### src/rtl/bcc_pkg.sv
`timescale 1ns / 1ps
package bcc_pkg;

    localparam int COUNT_BITS_DEFAULT = 32;
    localparam int TIMER_BITS         = 17;
    localparam int CFG_DATA_BITS      = 16;
    localparam int CFG_INDEX_BITS     = 1;
    localparam int TOTAL_BITS         = 32;

    localparam logic [CFG_DATA_BITS-1:0] DEBOUNCE_RESET = 16'd20;
    localparam logic [CFG_DATA_BITS-1:0] WINDOW_RESET   = 16'd300;

    typedef enum logic [CFG_INDEX_BITS-1:0] {
        CFG_DEBOUNCE_MS = 1'b0,
        CFG_WINDOW_MS   = 1'b1
    } t_cfg_index;

    typedef logic [TIMER_BITS-1:0] t_timer;

    typedef struct packed {
        logic                  pressed;
        logic                  single_click;
        logic                  double_click;
        logic [TOTAL_BITS-1:0] single_total;
        logic [TOTAL_BITS-1:0] double_total;
    } t_result;

endpackage

### src/rtl/button_click_classifier.sv
`timescale 1ns / 1ps
// Channel  | Direction | Handshake              | Payload
// ---------+-----------+------------------------+--------------------------------------
// in       | sink      | i_in_valid / o_in_stall | i_pin_level, i_clear_counts
// out      | source    | o_out_valid / i_out_stall | o_pressed, o_single_click,
//          |           |                        | o_double_click, o_single_total,
//          |           |                        | o_double_total
// cfg      | sink      | i_cfg_valid / o_cfg_ready | i_cfg_index, i_cfg_data
//
// One tick per clock while o_in_stall is low: a tick's state update completes
// in the cycle it is accepted, and its result is registered in the two-entry
// output queue (result register plus skid register), which keeps input
// accepted while one result waits; o_in_stall rises only when both are full.
// Synchronous active-low reset clears all state and loads the default timings.
// Configuration writes are taken in any cycle (o_cfg_ready is always high).
module button_click_classifier #(
    parameter int COUNT_BITS = bcc_pkg::COUNT_BITS_DEFAULT
) (
    input  logic                               i_clk,
    input  logic                               i_rst_n,
    input  logic                               i_in_valid,
    output logic                               o_in_stall,
    input  logic                               i_pin_level,
    input  logic                               i_clear_counts,
    output logic                               o_out_valid,
    input  logic                               i_out_stall,
    output logic                               o_pressed,
    output logic                               o_single_click,
    output logic                               o_double_click,
    output logic [bcc_pkg::TOTAL_BITS-1:0]     o_single_total,
    output logic [bcc_pkg::TOTAL_BITS-1:0]     o_double_total,
    input  logic                               i_cfg_valid,
    output logic                               o_cfg_ready,
    input  logic [bcc_pkg::CFG_INDEX_BITS-1:0] i_cfg_index,
    input  logic [bcc_pkg::CFG_DATA_BITS-1:0]  i_cfg_data
);
    import bcc_pkg::*;

    localparam t_timer TIMER_MAX = '1;

    logic [CFG_DATA_BITS-1:0] r_debounce_ms;
    logic [CFG_DATA_BITS-1:0] r_window_ms;

    logic                  r_last_raw,     n_last_raw;
    logic                  r_stable,       n_stable;
    logic                  r_prior,        n_prior;
    logic                  r_db_running,   n_db_running;
    t_timer                r_db_elapsed,   n_db_elapsed;
    logic                  r_awaiting,     n_awaiting;
    t_timer                r_click_elapsed, n_click_elapsed;
    logic [COUNT_BITS-1:0] r_single_count, n_single_count;
    logic [COUNT_BITS-1:0] r_double_count, n_double_count;

    t_result res;
    t_result r_head;
    t_result r_skid;
    logic    r_head_valid;
    logic    r_skid_valid;

    logic raw;
    logic in_acc;
    logic out_pop;
    logic [COUNT_BITS-1:0] single_base;
    logic [COUNT_BITS-1:0] double_base;

    assign o_cfg_ready = 1'b1;
    assign o_in_stall  = r_skid_valid;
    assign in_acc      = i_in_valid && !r_skid_valid;
    assign out_pop     = r_head_valid && !i_out_stall;

    always_ff @(posedge i_clk) begin
        if (!i_rst_n) begin
            r_debounce_ms <= DEBOUNCE_RESET;
            r_window_ms   <= WINDOW_RESET;
        end else if (i_cfg_valid) begin
            case (i_cfg_index)
                CFG_DEBOUNCE_MS: r_debounce_ms <= i_cfg_data;
                CFG_WINDOW_MS:   r_window_ms   <= i_cfg_data;
                default: ;
            endcase
        end
    end

    always_comb begin
        raw = !i_pin_level;

        single_base = i_clear_counts ? '0 : r_single_count;
        double_base = i_clear_counts ? '0 : r_double_count;
        n_single_count = single_base;
        n_double_count = double_base;

        // advance both timers, saturating at all ones
        n_db_elapsed = r_db_elapsed;
        if (r_db_running && r_db_elapsed != TIMER_MAX) begin
            n_db_elapsed = r_db_elapsed + 1'b1;
        end
        n_click_elapsed = r_click_elapsed;
        if (r_awaiting && r_click_elapsed != TIMER_MAX) begin
            n_click_elapsed = r_click_elapsed + 1'b1;
        end

        // any raw change restarts the debounce timer
        n_last_raw   = r_last_raw;
        n_db_running = r_db_running;
        if (raw != r_last_raw) begin
            n_last_raw   = raw;
            n_db_running = 1'b1;
            n_db_elapsed = '0;
        end

        n_prior  = r_prior;
        n_stable = r_stable;
        if (n_db_running && n_db_elapsed >= TIMER_BITS'(r_debounce_ms)) begin
            n_db_running = 1'b0;
            n_prior      = r_stable;
            n_stable     = raw;
        end

        res.single_click = 1'b0;
        res.double_click = 1'b0;
        n_awaiting       = r_awaiting;
        if (n_stable && !n_prior) begin
            n_prior = 1'b1;
            if (r_awaiting && n_click_elapsed <= TIMER_BITS'(r_window_ms)) begin
                n_double_count   = double_base + COUNT_BITS'(1);
                res.double_click = 1'b1;
                n_awaiting       = 1'b0;
            end else begin
                n_awaiting      = 1'b1;
                n_click_elapsed = '0;
            end
        end

        // window ran out with no second click
        if (n_awaiting && n_click_elapsed > TIMER_BITS'(r_window_ms)) begin
            n_single_count   = single_base + COUNT_BITS'(1);
            res.single_click = 1'b1;
            n_awaiting       = 1'b0;
        end

        res.pressed      = n_stable;
        res.single_total = TOTAL_BITS'(n_single_count);
        res.double_total = TOTAL_BITS'(n_double_count);
    end

    always_ff @(posedge i_clk) begin
        if (!i_rst_n) begin
            r_last_raw      <= 1'b0;
            r_stable        <= 1'b0;
            r_prior         <= 1'b0;
            r_db_running    <= 1'b0;
            r_db_elapsed    <= '0;
            r_awaiting      <= 1'b0;
            r_click_elapsed <= '0;
            r_single_count  <= '0;
            r_double_count  <= '0;
        end else if (in_acc) begin
            r_last_raw      <= n_last_raw;
            r_stable        <= n_stable;
            r_prior         <= n_prior;
            r_db_running    <= n_db_running;
            r_db_elapsed    <= n_db_elapsed;
            r_awaiting      <= n_awaiting;
            r_click_elapsed <= n_click_elapsed;
            r_single_count  <= n_single_count;
            r_double_count  <= n_double_count;
        end
    end

    // result register with a skid entry behind it
    always_ff @(posedge i_clk) begin
        if (!i_rst_n) begin
            r_head_valid <= 1'b0;
            r_skid_valid <= 1'b0;
        end else begin
            if (out_pop || !r_head_valid) begin
                if (r_skid_valid) begin
                    r_head_valid <= 1'b1;
                    r_skid_valid <= 1'b0;
                end else begin
                    r_head_valid <= in_acc;
                end
            end else if (in_acc) begin
                r_skid_valid <= 1'b1;
            end
        end
    end

    always_ff @(posedge i_clk) begin
        if (out_pop || !r_head_valid) begin
            r_head <= r_skid_valid ? r_skid : res;
        end else if (in_acc) begin
            r_skid <= res;
        end
    end

    assign o_out_valid    = r_head_valid;
    assign o_pressed      = r_head.pressed;
    assign o_single_click = r_head.single_click;
    assign o_double_click = r_head.double_click;
    assign o_single_total = r_head.single_total;
    assign o_double_total = r_head.double_total;

endmodule

### config.mk
export PLATFORM = sky130hd
export DESIGN_NAME = button_click_classifier
export DESIGN_NICKNAME = d
export VERILOG_FILES = /design/src/rtl/bcc_pkg.sv /design/src/rtl/button_click_classifier.sv
export SDC_FILE = /design/constraint.sdc
export NUM_CORES = 1
export LEC_CHECK = 0
export ABC_AREA = 0
export BUFFER_PORTS_ARGS = -buffer_cell sky130_fd_sc_hd__clkbuf_2
export CAP_MARGIN = 30
export CORE_MARGIN = 2
export CORE_UTILIZATION = 29
export CTS_CLUSTER_SIZE = 25
export DETAILED_ROUTE_END_ITERATION = 10
export PLACE_DENSITY = 0.44
export SYNTH_ARGS = -nofsm -noshare
export SYNTH_HDL_FRONTEND = slang
export SYNTH_SLANG_ARGS = --single-unit
### constraint.sdc
create_clock -name i_clk -period 10.9 [get_ports i_clk]
set_input_delay 0.545 -clock i_clk [delete_from_list [all_inputs] [get_ports i_clk]]
set_output_delay 0.545 -clock i_clk [all_outputs]
set_load 0.02 [all_outputs]
======== Word level (Yosys, flattened, before mapping) ========
Cells that the tools add are included.
W data, S select, Z words.
word-level totals
  flip-flop bits (word level) ............. 271
  input port bits ......................... 24
  output and inout port bits .............. 70
  logic and storage cells ................. 78
operators by class
  add/subtract/negate cells ............... 4
  order comparisons ....................... 3
  equality and inequality tests ........... 3
  mux-type cells .......................... 23
  bitwise logic cells ..................... 3
  reduce and logical (&&, ||, !) cells .... 19
operators with widths
  operator                 number
  $mux W32                 5
  $mux W17                 5
  $mux W67                 1
  $add A32 B1 Y32 const B  2
  $add A17 B1 Y17 const B  2
  $ne A17 B17 Y1 const B   2
  $ge A17 B16 Y1           1
  $gt A17 B16 Y1           1
  $le A17 B16 Y1           1
  $mux W1                  12
  $logic_and A1 B1 Y1      8
  $reduce_and A2 Y1        4
  $logic_not A1 Y1         5
  $not A1 Y1               3
  $reduce_or A2 Y1         1
  $logic_or A1 B1 Y1       1
  $ne A1 B1 Y1             1

======== Logic depth before layout (Yosys ltp) ========
Gate-level depths: netlist of the first run.
  depth in word-level cells ............... 14
  mapped depth ............................ 34
  gate-level depth less buffers ........... 30

======== Worst setup path after synthesis of the first run ========
No wires, ideal clock.
  path kind ............................... register to register
  start point ............................. register r_db_elapsed[10]
  end point ............................... register r_head, in the netlist o_single_total[1], data pin
  library setup time ...................... 0.260 ns
  arrival ................................. 6.983 ns
  required time ........................... 10.640 ns
  setup slack ............................. 3.657 ns
  cell stages (with the launch flop) ...... 34
  path buffers ............................ 4
  clock period less this slack ............ 7.243 ns
  path through ............................ dfxtp_1 -> and4_1 -> and2_1 -> nand3_1 -> nor3_1 -> ha_1 -> nor2b_1 -> buf_6 -> nand4_1 -> nor2_1 -> nand2_1 -> xor2_1 -> nor2_1 -> ha_1 -> a21oi_1 -> a21boi_0 -> o31a_1 -> or4_1 -> o21a_1 -> buf_6 -> a21oi_1 -> clkbuf_1 -> nor2b_1 -> ha_1 -> a21o_1 -> a21oi_1 -> or3b_2 -> o31ai_1 -> nand2_1 -> and4_1 -> clkbuf_1 -> nor2_1 -> mux2_2 -> mux2_2
between the ends
  word-level cells in the longest chain between the ends .. 14
  elaborated cells between the ends (all ways) .. 17
  those cells by class .................... add/sub: 1; order compare: 2; eq/ne: 1; mux: 8; reduce/logical: 5
RTL lines
  what                                                                     line                            source
  start, declared                                                          button_click_classifier.sv:48   t_timer r_db_elapsed, n_db_elapsed;
  start signal, assigned                                                   button_click_classifier.sv:162  r_db_elapsed <= n_db_elapsed;
  parallel branches: the longest is 2 deep, another holds $add A17 B1 Y17  n/a
  $mux W17 (*)                                                             button_click_classifier.sv:94   if (r_db_running && r_db_elapsed != TIMER_MAX) begin
  $mux W17 (*)                                                             button_click_classifier.sv:105  if (raw != r_last_raw) begin
  named net n_db_elapsed[13]                                               button_click_classifier.sv:48
  $ge A17 B16 Y1 (*)                                                       button_click_classifier.sv:113  if (n_db_running && n_db_elapsed >= TIMER_BITS'(r_debounce_ms)) begin
  $logic_and A1 B1 Y1 (*)                                                  button_click_classifier.sv:113
  $mux W1                                                                  button_click_classifier.sv:113
  $logic_not A1 Y1                                                         button_click_classifier.sv:122  if (n_stable && !n_prior) begin
  $logic_and A1 B1 Y1 (*)                                                  button_click_classifier.sv:122
  $mux W17 (*)                                                             button_click_classifier.sv:122
  named net n_click_elapsed[14]                                            button_click_classifier.sv:50   t_timer r_click_elapsed, n_click_elapsed;
  $gt A17 B16 Y1 (*)                                                       button_click_classifier.sv:135  if (n_awaiting && n_click_elapsed > TIMER_BITS'(r_window_ms)) begin
  $logic_and A1 B1 Y1 (*)                                                  button_click_classifier.sv:135
  $mux W32 (*)                                                             button_click_classifier.sv:135
  named net n_single_count[1]                                              button_click_classifier.sv:51   logic [COUNT_BITS-1:0] r_single_count, n_single_count;
  $mux W67 (*)                                                             button_click_classifier.sv:191  r_head <= r_skid_valid ? r_skid : res;
  end signal, assigned                                                     button_click_classifier.sv:191
  end, declared                                                            button_click_classifier.sv:55   t_result r_head;
Mark *: on every way through the listed nets, which the timed path passes.
A chain may end at the register's enable or synchronous reset.

======== Final worst setup path of the first run ========
  start point ............................. register r_db_elapsed[11]
  end point ............................... register r_head, in the netlist o_single_total[11], data pin
between the ends
  word-level cells in the longest chain between the ends .. 14
  elaborated cells between the ends (all ways) .. 17
  those cells by class .................... add/sub: 1; order compare: 2; eq/ne: 1; mux: 8; reduce/logical: 5
RTL lines
  what                           line
  $ne A17 B17 Y1 (*)             button_click_classifier.sv:94
  $logic_and A1 B1 Y1 (*)        button_click_classifier.sv:94
  $mux W17 (*)                   button_click_classifier.sv:94
  $mux W17 (*)                   button_click_classifier.sv:105
  named net n_db_elapsed[7]      button_click_classifier.sv:48
  $ge A17 B16 Y1 (*)             button_click_classifier.sv:113
  $logic_and A1 B1 Y1 (*)        button_click_classifier.sv:113
  $mux W1                        button_click_classifier.sv:113
  $logic_not A1 Y1               button_click_classifier.sv:122
  $logic_and A1 B1 Y1 (*)        button_click_classifier.sv:122
  $mux W17 (*)                   button_click_classifier.sv:122
  named net n_click_elapsed[14]  button_click_classifier.sv:50
  $gt A17 B16 Y1 (*)             button_click_classifier.sv:135
  $logic_and A1 B1 Y1 (*)        button_click_classifier.sv:135
  $mux W32 (*)                   button_click_classifier.sv:135
  named net n_single_count[11]   button_click_classifier.sv:51
  $mux W67 (*)                   button_click_classifier.sv:191
Mark *: on every way through the listed nets, which the timed path passes. The rest lies on a longest branch.

==> results of run 1 <==
==> kinds of logic (layout without fill, tap and decap cells) <==
family / Yosys count / in the layout
compound gates: 312 / 312
xor+xnor: 79 / 79
fa+ha+maj: 54 / 54
buf+inv: 144 / 228
flops: 271 / 271
mux: 53 / 53
other cells: 1 / 1
simple gates: 651 / 651
==> routing by layer <==
metal | global-route usage (%) | vias up | part of all wire (%)
li1 | - | 5723 | -
met1 | 21.64 | 5544 | 49
met2 | 24.18 | 232 | 45
met3 | 2.475 | 55 | 4.6
met4 | 4.563 | 0 | 2.1
met5 | 0 | - | 0
==> registers in the layout (all words and copies together), names as in the netlist, 16 cells and up <==
signal and count:
r_skid 67, r_single_count 32, r_double_count 32, r_db_elapsed 17, o_double_total 32, r_window_ms 16
r_debounce_ms 16, r_click_elapsed 17, o_single_total 32
==> per-stage QoR <==
| stage | hold slack [ns] | std cells | total power, mW | cell area (um^2) | util (%) |
|---|---|---|---|---|---|
| after detailed placement | 0.4503 | 2249 | 1.304 | 15530 | 31.73 |
| after global placement | 0.4466 | 2246 | 1.301 | 15470 | 31.61 |
| final | 0.2439 | 2313 | 2.493 | 16760 | 34.24 |
| after CTS | 0.2014 | 2312 | 2.539 | 16750 | 34.21 |
| after global routing | 0.2294 | 2313 | 2.595 | 16760 | 34.24 |
| after floorplan | 0.4363 | 1565 | 1.242 | 14400 | - |
==> cells in the final DEF, fill, tap and decap left out, types with 44 or more instances in the layout <==
| cell type | netlist | final |
|---|---|---|
| inv_1 | 52 | 50 |
| a21oi_1 | 124 | 124 |
| xnor2_1 | 51 | 51 |
| nor2b_1 | 52 | 51 |
| nand3_1 | 49 | 49 |
| nor2_1 | 120 | 119 |
| dfxtp_1 | 137 | 136 |
| edfxtp_1 | 134 | 134 |
| nand2_1 | 264 | 262 |
| ha_1 | 54 | 54 |
| o21ai_0 | 44 | 44 |
| clkbuf_2 | 0 | 91 |
==> power by group <==
part	internal (mW)	switching (mW)
combinational	0.0452	0.122
sequential	1.10	0.0137
clock	0.737	0.477
total	1.88	0.612
==> area by class of cell <==
| cell class | instances | area share, % |
|---|---|---|
| Multi-Input combinational cell | 1150 | 42.29 |
| Clock buffer | 49 | 6.152 |
| Tap cell | 664 | 4.957 |
| Inverter | 52 | 1.172 |
| Timing Repair Buffer | 113 | 3.950 |
| Clock inverter | 14 | 1.098 |
| Sequential cell | 271 | 40.38 |
==> worst register-to-register path, delay by kind of cell, from the launching register on <==
family / cells / cell delay [ns]
adders and majority gates: 3 / 0.62
and+or+nand+nor: 12 / 2.93
xor gates and xnor gates: 1 / 0.17
buffers and inverters: 2 / 0.51
DFF: 1 / 0.33
muxes: 1 / 0.29
AOI/OAI and AO/OA: 9 / 3.65
==> worst max-delay path by stage <==
stage | from | endpoint | slack, ns | cells past startpoint
global placement | r_db_elapsed[11] | o_single_total[11] | 2.53 | 29
global route | r_db_elapsed[11] | o_single_total[11] | 1.33 | 29
detailed placement | r_db_elapsed[10] | o_single_total[11] | 2.18 | 28
CTS | r_db_elapsed[11] | o_single_total[11] | 2.15 | 28
finish | r_db_elapsed[11] | o_single_total[11] | 2.15 | 28
floorplan | r_db_elapsed[10] | o_single_total[1] | 3.66 | 33
==> impl_metrics.yaml, run 1 <==
drt:
  first_pass_iters: 5
  drc: 0
  ant_nets: 0
  vias: 11550
  drt-initial-drc-count: 672
  viasPerCell: 4.995
  wl_per_cell_um: 17.02
  wl_mm: 39.37
global_routing:
  antenna_found_initial: 0
  grt_pass1_vias: 10930
  grt_use_total_pct: 15.38
  grt_first_pass_wirelength_mm: 62.01
  gr-total-overflow: 0
  grt_max_degree: 87
yosys:
  yosysWarningCount: 0
  synth_area_mm2: 0.01440
  synthDistinctLibCells: 65
  synth.area.top_cells: "edfxtp_1 (28%), dfxtp_1 (19%), nand2_1 (6.9%), ha_1 (4.7%), a21oi_1 (4.3%)"
  synthArstFlopShare_pct: 0
  synth_xor_area_share_pct: 4.806
  synth_edf_count: 134
  ys_seq_area_share_pct: 47.00
  synth_top_family_by_area: "simple AND/OR/NAND/NOR gates"
  ys.flop_type: "dfxtp_1"
  synth_largest_area_cell: "edfxtp_1"
  avgSynthCellArea_um2: 9.200
  synth_seq_cells: 271
  synth_compound_area_share_pct: 14.00
  synth-simple-area-share_pct: 21.46
  synthMuxAreaShare_pct: 4.032
  synthTopCellsByCount: "nand2_1 (264), dfxtp_1 (137), edfxtp_1 (134), a21oi_1 (124), nor2_1 (120)"
  synth_adder_area_share_pct: 4.693
  synth.most_common_cell: "nand2_1"
  synthDominantCellAreaShare_pct: 27.95
  syn_nets: 1643
  synth_cells: 1565
power:
  total_leakage_power_nw: 6.056
  p_per_area_mw_per_mm2: 148.8
  peakVddDrop_uv: 86.00
setup_path:
  r2r_setup_slack_ns: 2.15
  cp-end-kind: "flip-flop"
  r2r-start: "r_db_elapsed[11]"
  startpoint_type: "flip-flop"
  reg2reg_to: "o_single_total[11]"
  cp_max_fo: 20
  required_ns: 11.21
  critPathMaxStageDelay_ns: 0.82
  critical_path_class: "reg2reg"
  cpMaxStageDelayCell: "o21a_1"
  arrival_ns: 9.07
  reg2regPathDepth: 28
  critical_path_buf_inv_count: 2
  cp_top_family: "compound AO/OA/AOI/OAI gates"
clock_tree:
  clk_latency_ns: 0.56
  post_cts_resized: 0
  cts-root-buf: "clkbuf_16"
  path_clk_slew_ns: 0.06
  postCtsHoldBufs: 0
  clk_path_buf_depth: 3
  htree_num_levels: 2
  cts_buffers: 35
  cts_sinks: 271
  cts_tree: "built"
  post-cts-setup-buffer-count: 0
sta:
  period_needed_ns: 8.753
  setup_viol: 0
  slew_headroom_pct: 36.62
  maxClockFrequency_mhz: 114.2
  fin_skew_ns: 0.03478
  maxSlewViolCount: 0
  tightest_slew_ns: 0.9506
  hold_viol_final: 0
  setup_ws_ns: 2.147
  final.period_utilization_pct: 80.31
  rsz0062_at_grt: "false"
  timing.setup.tns_ns: 0
placed_design:
  io_buffers: 92
  hpwlAfterDp_mm: 25.99
  pre_cts_slack_ns: 2.178
  routabilityCongestion: 0.8124
cells_and_area:
  syn_to_final_growth_pct: 16.40
  fillerInstances: 5084
  drive_gt1_share_pct: 14.31
  seqCellArea_mm2: 0.006768
  num-nets-final: 1701
  diodes: 0
  multi_input_area_mm2: 0.007087
job:
  cap_violations: 0
min_path:
  hold_depth: 3
  worstHoldStart: "i_cfg_data[7]"
  hold_class: "in2reg"
  holdPathEnd: "r_debounce_ms[7]"
floorplan:
  row_count: 81
  initial_core_util_pct: 29.41
  dieWidth_um: 226.8
  core_area_mm2: 0.04895
  die_area_mm2: 0.05145
  io_pins: 94
  die-height_um: 226.8
run_status:
  status: "complete, no violations"
No activity file was read; power rests on OpenSTA's default activity.
==> inputs of run 2 (changes only) <==
ABC_AREA = 1   (was 0)
clock period = 8.26 ns   (was 10.9 ns; I/O delays follow)
==> run 2 against run 1 <==
Sequential share of layout area shrank 1.7 points; via count grew 13%; synthesized cell count grew 32%; highest routed layer unchanged; worst hold slack lost 0.12 ns; largest power group is now sequential cells; critical path depth grew 19; fmax grew 20%; count of clock-buffer cells in the layout grew 3; synthesized area grew 6.1%; first-iteration DRC count grew 19%; combinational power grew to 3.3 times the previous value; power grew 43%; core utilization shrank 0.84 points; critical endpoint is now o_single_total[26].
==> impl_metrics.yaml, run 2 <==
global_routing:
  gr-total-overflow: 0
  antenna_found_initial: 0
  grt_pass1_vias: 12540
  grt_max_degree: 90
  grt_use_total_pct: 16.03
  grt_first_pass_wirelength_mm: 69.30
power:
  pwr-share-seq_pct: 43.6
  p_total_mw: 3.563
  total_leakage_power_nw: 8.188
  switching_share_pct: 29.53
  peakVddDrop_uv: 135.0
  power.internal_mw: 2.511
  switchingPower_mw: 1.052
  power_frac_comb_pct: 15.6
  clkPwrFrac_pct: 40.8
  p_per_area_mw_per_mm2: 203.8
job:
  cap_violations: 0
yosys:
  synth.area.top_cells: "edfxtp_1 (26%), dfxtp_1 (18%), nand2_1 (14%), inv_1 (7.3%), nor2_1 (5.0%)"
  yosysWarningCount: 0
  synthDominantCellAreaShare_pct: 26.35
  synth_seq_cells: 271
  syn_nets: 2144
  synth_largest_area_cell: "edfxtp_1"
  synth_cells: 2066
  synth.most_common_cell: "nand2_1"
  ys_seq_area_share_pct: 44.31
  synth_edf_count: 134
  synth_area_mm2: 0.01527
  synthTopCellsByCount: "nand2_1 (581), inv_1 (295), nor2_1 (202), dfxtp_1 (137), edfxtp_1 (134)"
  synthArstFlopShare_pct: 0
  synthDistinctLibCells: 41
  avgSynthCellArea_um2: 7.391
  ys.flop_type: "dfxtp_1"
sta:
  setup_viol: 0
  timing.setup.tns_ns: 0
  tightest_slew_ns: 0.9971
  final.period_utilization_pct: 88.14
  period_needed_ns: 7.280
  maxSlewViolCount: 0
  rsz0062_at_grt: "false"
  slew_headroom_pct: 33.53
  hold_viol_final: 0
  maxClockFrequency_mhz: 137.4
  fin_skew_ns: 0.02345
floorplan:
  die-height_um: 233.5
  initial_core_util_pct: 29.17
  die_area_mm2: 0.05451
  io_pins: 94
  core_area_mm2: 0.05234
  dieWidth_um: 233.5
  row_count: 84
placed_design:
  io_buffers: 92
  hpwlAfterDp_mm: 29.13
  routabilityCongestion: 0.8388
clock_tree:
  path_clk_slew_ns: 0.05
  cts_tree: "built"
  cts_buffers: 35
  cts-root-buf: "clkbuf_16"
  post-cts-setup-buffer-count: 0
  cts_sinks: 271
  htree_num_levels: 2
  clk_path_buf_depth: 3
  postCtsHoldBufs: 0
  clk_latency_ns: 0.55
  post_cts_resized: 0
cells_and_area:
  top_register: "r_skid"
  diodes: 0
  fin_util_pct: 33.40
  layout_common_cells: "nand2_1 (580), inv_1 (293), nor2_1 (200)"
  largest_reg_flops: 67
  drive_gt1_share_pct: 8.512
  final_common_cell: "nand2_1"
  num-nets-final: 2201
  syn_to_final_growth_pct: 14.48
drt:
  wl_mm: 42.71
  ant_nets: 0
  first_pass_iters: 5
  viasPerCell: 4.602
  drt-initial-drc-count: 797
  vias: 13060
  wl_per_cell_um: 15.05
  drc: 0
setup_path:
  critPathMaxStageDelay_ns: 0.55
  required_ns: 8.57
  cpMostUsedCell: "nand2_1"
  arrival_ns: 7.59
  cp_max_fo: 34
  cpMaxStageDelayCell: "nand2_2"
  cp-end-kind: "flip-flop"
  critical_path_class: "reg2reg"
  startpoint_type: "flip-flop"
run_status:
  status: "complete, no violations"
min_path:
  hold_class: "in2reg"
[run 2: cell types whose count changed after synthesis, moves of 23 or more]
cell,change
clkbuf_1,-27
nand2_1,+317
nor2b_1,-52
o21ai_0,+65
nor3_1,+23
nand3_1,+59
xnor2_1,-34
mux2_2,-40
o31ai_1,-27
xor2_1,+29
inv_1,+243
nor2_1,+82
nand4_1,-26
[run 2: path summary, 6_finish.rpt]
check / start / endpoint / slack, ns / depth (start not counted)
setup / recovery: r_click_elapsed[0] / o_single_total[26] / 0.98 / 47
hold / removal: i_cfg_data[2] / r_window_ms[2] / 0.12 / 3
setup reg to reg: r_click_elapsed[0] / o_single_total[26] / 0.98 / 47
hold reg to reg: r_debounce_ms[6] / r_debounce_ms[6] / 0.47 / 2
[run 2: cell families after synthesis]
family	count (synthesis)	share of synthesized area [%]
AOI/OAI and AO/OA	300	10.42
xor gates and xnor gates	74	4.244
adders and majority gates	54	4.425
buffers and inverters	384	10.03
DFF	271	44.31
other	1	0.02456
and+or+nand+nor	982	26.54
[run 2: critical path: cells and delay by family (launching register included)]
kind | cells | cell delay, ns
xor gates and xnor gates | 1 | 0.15
buffers and inverters | 3 | 0.17
DFF | 1 | 0.34
and+or+nand+nor | 39 | 5.37
adders and majority gates | 4 | 0.96
[run 2: routing by layer]
| layer | up-vias | GRT usage (%) | share of wire (%) |
|---|---|---|---|
| li1 | 6773 | - | - |
| met1 | 5968 | 22.44 | 49 |
| met2 | 258 | 25.31 | 44 |
| met3 | 62 | 2.612 | 4.7 |
| met4 | 0 | 4.786 | 2.2 |
| met5 | - | 0 | 0 |
[run 2: final cells by class]
| cell class | instances | area [um^2] |
|---|---|---|
| Clock buffer | 52 | 1001 |
| Clock inverter | 12 | 72.57 |
| Fill cell | 5635 | 34860 |
| Inverter | 298 | 1119 |
| Multi-Input combinational cell | 1411 | 7002 |
| Sequential cell | 271 | 6768 |
| Tap cell | 688 | 860.8 |
| Timing Repair Buffer | 106 | 658.1 |
[run 2: metrics by stage]
| step | hold slack, ns | cells | setup WS [ns] | area [um^2] |
|---|---|---|---|---|
| detailed placement | 0.4634 | 2773 | 0.8944 | 16380 |
| CTS | 0.08722 | 2837 | 0.8694 | 17450 |
| finish | 0.1194 | 2838 | 0.9799 | 17480 |
| global placement | 0.4584 | 2769 | 0.9953 | 16280 |
| floorplan | 0.4353 | 2066 | 2.761 | 15270 |
| global route | 0.1181 | 2838 | 0.09832 | 17480 |
[run 2: power groups by stage]
| stage | Clock (mW) | Sequential (mW) | Combinational, mW |
|---|---|---|---|
| CTS | 1.50 | 1.56 | 0.564 |
| finish | 1.45 | 1.55 | 0.556 |
| global route | 1.56 | 1.57 | 0.637 |
| floorplan | 0 | 1.62 | 0.360 |
| detailed placement | 0 | 1.58 | 0.562 |
| global placement | 0 | 1.58 | 0.553 |
==> inputs of run 3 (changes only) <==
BUFFER_PORTS_ARGS = -buffer_cell sky130_fd_sc_hd__buf_2   (was -buffer_cell sky130_fd_sc_hd__clkbuf_2)
clock period = 8.55 ns   (was 8.26 ns; I/O delays follow)
==> run 3 against run 2 <==
Setup slack improved by 0.39 ns; sequential power fell by 3%; clock power barely moved; power fell by 2.1%; critical path depth fell by 2; highest routed layer unchanged.
==> impl_metrics.yaml, run 3 (synthesis gave the netlist of run 2 again) <==
sta:
  timing.setup.tns_ns: 0
  whs_ns: 0.1362
  maxClockFrequency_mhz: 139.2
  setup_ws_ns: 1.366
  rsz0062_at_grt: "false"
  setup_viol: 0
  hold_viol_final: 0
  maxSlewViolCount: 0
  slew_headroom_pct: 37.64
  period_needed_ns: 7.184
  final.period_utilization_pct: 84.02
  tightest_slew_ns: 0.9331
  fin_skew_ns: 0.02775
floorplan:
  die-height_um: 233.5
  dieWidth_um: 233.5
  core_area_mm2: 0.05234
  row_count: 84
  initial_core_util_pct: 29.17
  io_pins: 94
  die_area_mm2: 0.05451
power:
  power.internal_mw: 2.475
  pwr-share-seq_pct: 43.0
  power_frac_comb_pct: 15.4
  peakVddDrop_uv: 100.4
  total_leakage_power_nw: 8.222
  clkPwrFrac_pct: 41.5
  p_per_area_mw_per_mm2: 199.5
  switchingPower_mw: 1.013
  p_total_mw: 3.487
  switching_share_pct: 29.04
placed_design:
  pre_cts_slack_ns: 1.286
  routabilityCongestion: 0.8365
  hpwlAfterDp_mm: 29.18
  place_inst: 2771
  io_buffers: 92
cells_and_area:
  layout_common_cells: "nand2_1 (580), inv_1 (293), nor2_1 (200)"
  syn_to_final_growth_pct: 14.49
  instances_no_fill: 2833
  diodes: 0
  final_common_cell: "nand2_1"
  top_register: "r_skid"
  num-nets-final: 2198
  drive_gt1_share_pct: 8.625
  largest_reg_flops: 67
setup_path:
  cp-end-kind: "flip-flop"
  cpMostUsedCell: "nand2_1"
  arrival_ns: 7.59
  cpMaxStageDelayCell: "nand2_4"
  r2r_setup_slack_ns: 1.37
  cp-startpoint: "r_click_elapsed[0]"
  critPathMaxStageDelay_ns: 0.55
  startpoint_type: "flip-flop"
  required_ns: 8.95
  critical_path_class: "reg2reg"
  r2r-start: "r_click_elapsed[0]"
  cp_max_fo: 34
drt:
  vias: 13070
  first_pass_iters: 7
  wl_mm: 42.79
  drt-initial-drc-count: 719
  drc: 0
  viasPerCell: 4.614
  wl_per_cell_um: 15.10
  ant_nets: 0
run_status:
  status: "complete, no violations"
global_routing:
  grt_use_total_pct: 15.93
  grt_max_degree: 90
  gr-total-overflow: 0
  grt_pass1_vias: 12630
  antenna_found_initial: 0
  grt_first_pass_wirelength_mm: 69.11
clock_tree:
  post_cts_resized: 0
  cts-root-buf: "clkbuf_16"
  cts_tree: "built"
  cts_buffers: 34
  clk_path_buf_depth: 3
  path_clk_slew_ns: 0.06
  clk_latency_ns: 0.56
  cts_sinks: 271
  postCtsHoldBufs: 0
  htree_num_levels: 2
  post-cts-setup-buffer-count: 0
job:
  cap_violations: 0
min_path:
  worstHoldStart: "i_cfg_data[3]"
  hold_class: "in2reg"
-- run 3: cell types whose count changed in the layout (fill, tap and decap cells not counted), sizes merged --
| cell | change |
|---|---|
| buf | +90 |
| bufinv | +1 |
| clkbuf | -94 |
| clkinv | -1 |
| inv | -1 |
-- run 3: path summary, 6_finish.rpt --
check / cells past startpoint / endpoint
setup / recovery: 45 / o_single_total[17]
hold / removal: 3 / r_window_ms[3]
setup reg to reg: 45 / o_single_total[17]
hold reg to reg: 2 / r_debounce_ms[10]
-- run 3: cell type report --
type,count,area (um^2)
fill,5653,34860
clock buffer,50,1023
tap,688,860.8
multi-input combinational,1411,7002
inverter,298,1119
clock inverter,11,98.84
timing repair buffer,104,610.6
sequential,271,6768
-- run 3: metal layers --
layer / part of all wire, % / GRT usage, % / wire, um / vias up
met1: 50 / 22.40 / 21380 / 6049
met2: 44 / 25.40 / 18820 / 218
li1: - / - / - / 6756
met4: 1.7 / 3.718 / 732 / 0
met5: 0 / 0 / 0 / -
met3: 4.3 / 2.734 / 1855 / 49
-- run 3: power by group through the flow --
stage	clock (mW)	sequential, mW	combinational [mW]
floorplan	0	1.57	0.348
global placement	0	1.53	0.535
detailed placement	0	1.53	0.544
CTS	1.51	1.50	0.546
global route	1.55	1.51	0.610
finish	1.45	1.50	0.538
-- run 3: per-stage QoR --
step	util (%)	area [um^2]
2_1_floorplan	-	15270
3_3_place_gp	31.10	16280
3_5_place_dp	31.20	16330
4_1_cts	33.35	17450
5_1_grt	33.40	17480
6_report	33.40	17480
-- run 3: worst max-delay path: cells and delay by family, from the launching register on --
family          cells  cell delay [ns]
simple gates       36             5.23
fa+ha+maj           4             0.98
flops               1             0.34
buf+inv             3             0.17
xor+xnor            1             0.15
compound gates      1             0.14
